`src/dotq_pkg.sv`:
```
// Shared types and codes for the sorted timer queue.
// No dependencies; used by every module of the block.
`default_nettype none

package dotq_pkg;

	localparam int ID_W       = 4;
	localparam int DELAY_W    = 32;
	localparam int DEADLINE_W = 64;

	typedef enum logic {
		REQ_ARM    = 1'b0,
		REQ_CANCEL = 1'b1
	} dotq_req_type_t;

	typedef enum logic [1:0] {
		ST_OK   = 2'd0,
		ST_DUP  = 2'd1,
		ST_FULL = 2'd2,
		ST_MISS = 2'd3
	} dotq_status_t;

	typedef enum logic {
		FSM_IDLE  = 1'b0,
		FSM_APPLY = 1'b1
	} dotq_fsm_t;

	typedef struct packed {
		dotq_req_type_t          req_type;
		logic [ID_W-1:0]         timer_id;
		logic [DELAY_W-1:0]      delay;
		logic [DEADLINE_W-1:0]   now;
	} dotq_req_t;

	typedef struct packed {
		dotq_status_t            status;
		logic                    reprogram;
		logic [ID_W-1:0]         head_id;
		logic [DEADLINE_W-1:0]   head_deadline;
	} dotq_res_t;

	typedef struct packed {
		logic [DEADLINE_W-1:0]   deadline;
		logic [ID_W-1:0]         owner;
	} dotq_entry_t;

	// Broadcast from the controller to every cell
	typedef struct packed {
		logic        capture;
		logic        arm;
		logic        cancel;
		dotq_entry_t key;
	} dotq_cell_cmd_t;

endpackage

`default_nettype wire

```
`src/dotq_cell.sv`:
```
// One slot of the sorted queue: entry, compare flags and neighbour shifting.
// Depends on dotq_pkg.
`default_nettype none

module dotq_cell #(
	parameter int INDEX = 0,
	parameter int QW    = 4,
	parameter int OW    = 5
) (
	input  wire                              clk,
	input  wire                              arst_n,
	input  wire dotq_pkg::dotq_cell_cmd_t    cmd,
	input  wire [OW-1:0]                     occ,
	input  wire [QW-1:0]                     cut,
	input  wire dotq_pkg::dotq_entry_t       left_ent,
	input  wire                              left_gt,
	input  wire dotq_pkg::dotq_entry_t       right_ent,
	output dotq_pkg::dotq_entry_t            ent,
	output logic                             gt,
	output logic                             hit
);

	dotq_pkg::dotq_entry_t ent_q;
	logic gt_q;
	logic hit_q;
	logic valid;
	logic at_tail;
	logic cut_here;

	assign valid    = OW'(INDEX) < occ;
	assign at_tail  = OW'(INDEX) == occ;
	assign cut_here = QW'(INDEX) >= cut;

	always_ff @(posedge clk or negedge arst_n) begin
		if (!arst_n) begin
			gt_q  <= 1'b0;
			hit_q <= 1'b0;
		end else if (cmd.capture) begin
			gt_q  <= valid && (ent_q.deadline > cmd.key.deadline);
			hit_q <= valid && (ent_q.owner == cmd.key.owner);
		end
	end

	// Make room on arm, close the gap on cancel
	always_ff @(posedge clk) begin
		if (cmd.arm && (gt_q || at_tail)) begin
			ent_q <= left_gt ? left_ent : cmd.key;
		end else if (cmd.cancel && cut_here) begin
			ent_q <= right_ent;
		end
	end

	assign ent = ent_q;
	assign gt  = gt_q;
	assign hit = hit_q;

endmodule

`default_nettype wire

```
`config.mk`:
```
export PLATFORM = sky130hd
export DESIGN_NAME = dotq_cell
export DESIGN_NICKNAME = d
export VERILOG_FILES = /design/src/dotq_pkg.sv /design/src/dotq_cell.sv
export SDC_FILE = /design/constraint.sdc
export NUM_CORES = 1
export LEC_CHECK = 0
export BUFFER_PORTS_ARGS = -buffer_cell sky130_fd_sc_hd__buf_4
export CORE_MARGIN = 5
export CORE_UTILIZATION = 46
export DETAILED_ROUTE_END_ITERATION = 7
export PLACE_DENSITY = 0.79
export SYNTH_ARGS = -nofsm -noshare
export SYNTH_HDL_FRONTEND = slang
export SYNTH_SLANG_ARGS = --single-unit
```
`constraint.sdc`:
```
create_clock -name clk -period 3.2 [get_ports clk]
set_clock_uncertainty 0.1 [all_clocks]
set_input_delay 0.32 -clock clk [delete_from_list [all_inputs] [get_ports clk]]
set_output_delay 0.32 -clock clk [all_outputs]
set_load 0.01 [all_outputs]
```
==> out/qor.log <==
qor: timing.hold_slack 0.168 ns
qor: finish.finalNonFillerCells 975
qor: critical_path.critical_path.max_fanout 3
qor: clocking.inserted_clock_buffers 9
qor: floorplanning.core 11300 um^2
qor: clocking.clockBufferDepth 2
qor: detailed_routing.route.antenna.remaining_nets 0
qor: critical_path.crit_path_top_delay_cell sky130_fd_sc_hd__or4_4
qor: finish.fin_util 69.2%
qor: detailed_routing.avgRoutedWirePerCell 17.0 um
qor: grt.sum_of_overflow_across_all_layers_after_global_routing 0
qor: clocking.cts_htree_levels 3
qor: timing.finalHoldViolations 0
qor: timing.setup_repair_after_global_routing_missed_its_margin false
qor: clocking.cts.clk_slew.worst_paths 0.06 ns
qor: power.power_density 376 nW/um^2
qor: critical_path.worst_setup_path_end_kind flip-flop
qor: detailed_routing.detail_route.wirelength 16600 um
qor: grt.globalRouteTotalUtil 23.7%
qor: detailed_routing.drt_iter0_drc 192
qor: detailed_routing.vias_per_cell 5.14
qor: synthesis.synth.lib_cells_used.distinct 39
qor: placement.placement.io_buffers 288
qor: critical_path.timing.critical_path.arrival 2.35 ns
qor: finish.antennaDiodeCount 0
qor: synthesis.synthesized_area_per_cell 9.58 um^2
qor: timing.final.min_clock_period 2.26 ns
qor: power.cellLeakagePower 4.01 nW
qor: placement.dp.final_hpwl 13600 um
qor: timing.fin_crit_sh 70.6%
qor: timing.tns 0 ns
qor: status.run_status finished clean
qor: grt.grt_max_degree 137
qor: critical_path.worst-endpoint-required 3.29 ns
qor: grt.grt_pass1_wl 25000 um
qor: floorplanning.design.die.area 13600 um^2
qor: finish.flow.area_growth_from_synthesis 49.0%
qor: timing.fmax 443 MHz
qor: timing.slew_viol_final 0
qor: finish.design.final.nets 1110
qor: clocking.root_buffer sky130_fd_sc_hd__clkbuf_16
qor: finish.most_frequent_standard_cell_in_the_layout_excluding_fill_and_tap_cells sky130_fd_sc_hd__buf_4
qor: critical_path.cpPeakStageDelay 0.54 ns
qor: floorplanning.ios 289
qor: timing.slew_headroom 57.5%
qor: clocking.cts_setup_buffers 0
qor: clocking.insertion_delay 0.33 ns
qor: placement.gp_congestion 0.882
qor: critical_path.path_class flip-flop to flip-flop
qor: power.max_rail_drop_vdd 0.269 mV
qor: critical_path.critPathLaunchType flip-flop
qor: critical_path.crit_path_cell_trace ha_1, nand4_1, or4_4, nor3_2, and4b_1, or3_1, a32oi_1
qor: detailed_routing.vias 5010
qor: floorplanning.floorplan.rows 39
qor: grt.via_count_of_the_first_global_routing_pass 5271
qor: synthesis.synth-warning-count 0
qor: synthesis.mappedNetlistNets 829
qor: clocking.clkSinkCount 70
qor: synthesis.netlist_area 5230 um^2
qor: power.total_power 2.93 mW
qor: floorplanning.chipHeight 117 um
qor: synthesis.syn-instance-count 546
qor: clocking.post_cts_resize_count 0
qor: detailed_routing.detail_route.first_pass.iterations 4
qor: grt.initial_antenna_violation_count 0
qor: finish.final_layout_size_suffix_gt1_share 37.5%
qor: placement.placed_cells 958
qor: timing.report.final.setup_viol 0
qor: worst_hold_path.worst_hold_path_type primary input to flip-flop
qor: clocking.cts_tree built
qor: floorplanning.chipWidth 117 um
qor: floorplanning.floorplan.initialDensity 46.4%
qor: finish.layout.cells.most_common_list sky130_fd_sc_hd__buf_4, sky130_fd_sc_hd__nand2_1, sky130_fd_sc_hd__mux2i_1, sky130_fd_sc_hd__edfxtp_1, sky130_fd_sc_hd__inv_1
qor: synthesis.synth.yosys.seq_area_share 40.0%
qor: job.drv_cap 0
qor: synthesis.synth-seq-cells 70
qor: timing.worst_slew_pin_slew 0.638 ns
qor: detailed_routing.detail_route.drc_violations 0
==> kinds of logic (layout without fill, tap and decap cells) <==
family / Yosys count / count (layout) / share of synthesized area, %
and+or+nand+nor: 129 / 129 / 11.3
AOI/OAI and AO/OA: 121 / 121 / 12.3
buffers and inverters: 90 / 376 / 7.39
DFF: 70 / 70 / 40.0
muxes: 68 / 68 / 13.0
adders and majority gates: 64 / 64 / 15.3
xor gates and xnor gates: 4 / 4 / 0.669
==> flip-flops by register name, indices dropped and copies added (netlist names) <==
| name | flops |
|---|---|
| hit | 1 |
| ent | 68 |
| gt | 1 |
==> path summary, 6_finish.rpt <==
| path | end | cells after the start | slack (ns) | from |
|---|---|---|---|---|
| min in group asynchronous | gt | 2 | 0.23 | arst_n |
| worst min register to register | hit | 1 | 0.43 | hit |
| worst max-delay path | gt | 7 | 0.94 | ent[61] |
| worst max register to register | gt | 7 | 0.94 | ent[61] |
| worst min-delay path | ent[12] | 3 | 0.17 | right_ent[12] |
| max in group asynchronous | hit | 2 | 2.68 | arst_n |
==> area by class of cell <==
cell class              instances  area [um^2]
flip-flops and latches         70         2090
multi-input cells             386         2760
clock buffers                  15          278
well taps                     143          179
fillers                       857         3480
repair buffers                293         2230
inverters                      67          251
clock inverters                 1         5.00
==> power breakdown <==
group / switching (mW) / internal, mW / leakage, nW
clock: 0.359 / 0.588 / 0.140
combinational: 0.401 / 0.427 / 3.22
sequential: 0.0415 / 1.11 / 0.658
==> synthesized netlist by cell type <==
cell type | number | area share (%)
sky130_fd_sc_hd__nor2_1 | 5 | 0.36
sky130_fd_sc_hd__and4_1 | 2 | 0.33
sky130_fd_sc_hd__or4_1 | 1 | 0.14
sky130_fd_sc_hd__nor4_1 | 3 | 0.36
sky130_fd_sc_hd__a21o_1 | 1 | 0.14
sky130_fd_sc_hd__buf_1 | 2 | 0.14
sky130_fd_sc_hd__a21oi_1 | 29 | 2.8
sky130_fd_sc_hd__buf_4 | 1 | 0.14
sky130_fd_sc_hd__a211oi_1 | 2 | 0.29
sky130_fd_sc_hd__mux2i_1 | 68 | 13
sky130_fd_sc_hd__a22o_1 | 1 | 0.17
sky130_fd_sc_hd__nand3_1 | 4 | 0.38
sky130_fd_sc_hd__buf_2 | 6 | 0.57
sky130_fd_sc_hd__edfxtp_1 | 68 | 39
sky130_fd_sc_hd__dfrtp_1 | 2 | 0.96
sky130_fd_sc_hd__o21ai_1 | 29 | 2.8
sky130_fd_sc_hd__o211ai_1 | 1 | 0.14
sky130_fd_sc_hd__a221o_1 | 1 | 0.19
sky130_fd_sc_hd__nor3_1 | 3 | 0.29
sky130_fd_sc_hd__a21boi_0 | 1 | 0.14
sky130_fd_sc_hd__nor2b_1 | 3 | 0.36
sky130_fd_sc_hd__clkbuf_1 | 9 | 0.65
sky130_fd_sc_hd__o21ai_0 | 51 | 4.9
sky130_fd_sc_hd__and4b_1 | 1 | 0.19
sky130_fd_sc_hd__or4_4 | 2 | 0.43
sky130_fd_sc_hd__or3_1 | 1 | 0.12
sky130_fd_sc_hd__inv_1 | 67 | 4.8
sky130_fd_sc_hd__o21ai_2 | 1 | 0.17
sky130_fd_sc_hd__nand4_1 | 10 | 1.2
sky130_fd_sc_hd__nor3_2 | 1 | 0.19
sky130_fd_sc_hd__nor2_4 | 1 | 0.22
sky130_fd_sc_hd__buf_6 | 5 | 1.1
sky130_fd_sc_hd__ha_1 | 64 | 15
sky130_fd_sc_hd__or3b_2 | 1 | 0.17
sky130_fd_sc_hd__nand2_1 | 90 | 6.5
sky130_fd_sc_hd__and2_1 | 1 | 0.12
sky130_fd_sc_hd__xor2_1 | 4 | 0.67
sky130_fd_sc_hd__a221oi_1 | 3 | 0.50
sky130_fd_sc_hd__a32oi_1 | 1 | 0.17
==> critical path: cells and delay by family, from the launching register on <==
| kind | cells | cell delay [ns] |
|---|---|---|
| AND/OR/NAND/NOR | 5 | 1.26 |
| adder cells (fa/ha/maj) | 1 | 0.31 |
| AO/OA/AOI/OAI | 1 | 0.05 |
| flip-flops | 1 | 0.40 |
==> metal layers <==
layer  vias to the layer above  global-route usage, %  wire [um]
li1                       2510                      -          -
met1                      2299                   25.3       5970
met2                       182                   44.9       8860
met3                        19                   6.74       1480
met4                         0                   7.42        249
met5                         -                      0          0
==> stage by stage <==
stage                     instance area [um^2]  worst slack (ns)
after global placement                    7500             0.938
after detailed placement                  7500             0.924
after global routing                      7800             0.771
final                                     7800             0.942
after floorplan                           5240             0.466
after CTS                                 7800             0.920
==> repair_timing <==
| item | in CTS | in global routing |
|---|---|---|
| hold buffers | 1 | 0 |
| endpoints found under the hold margin | 2 | 0 |
| setup endpoints to repair | 0 | 0 |
(Power assumes the default switching activity.)
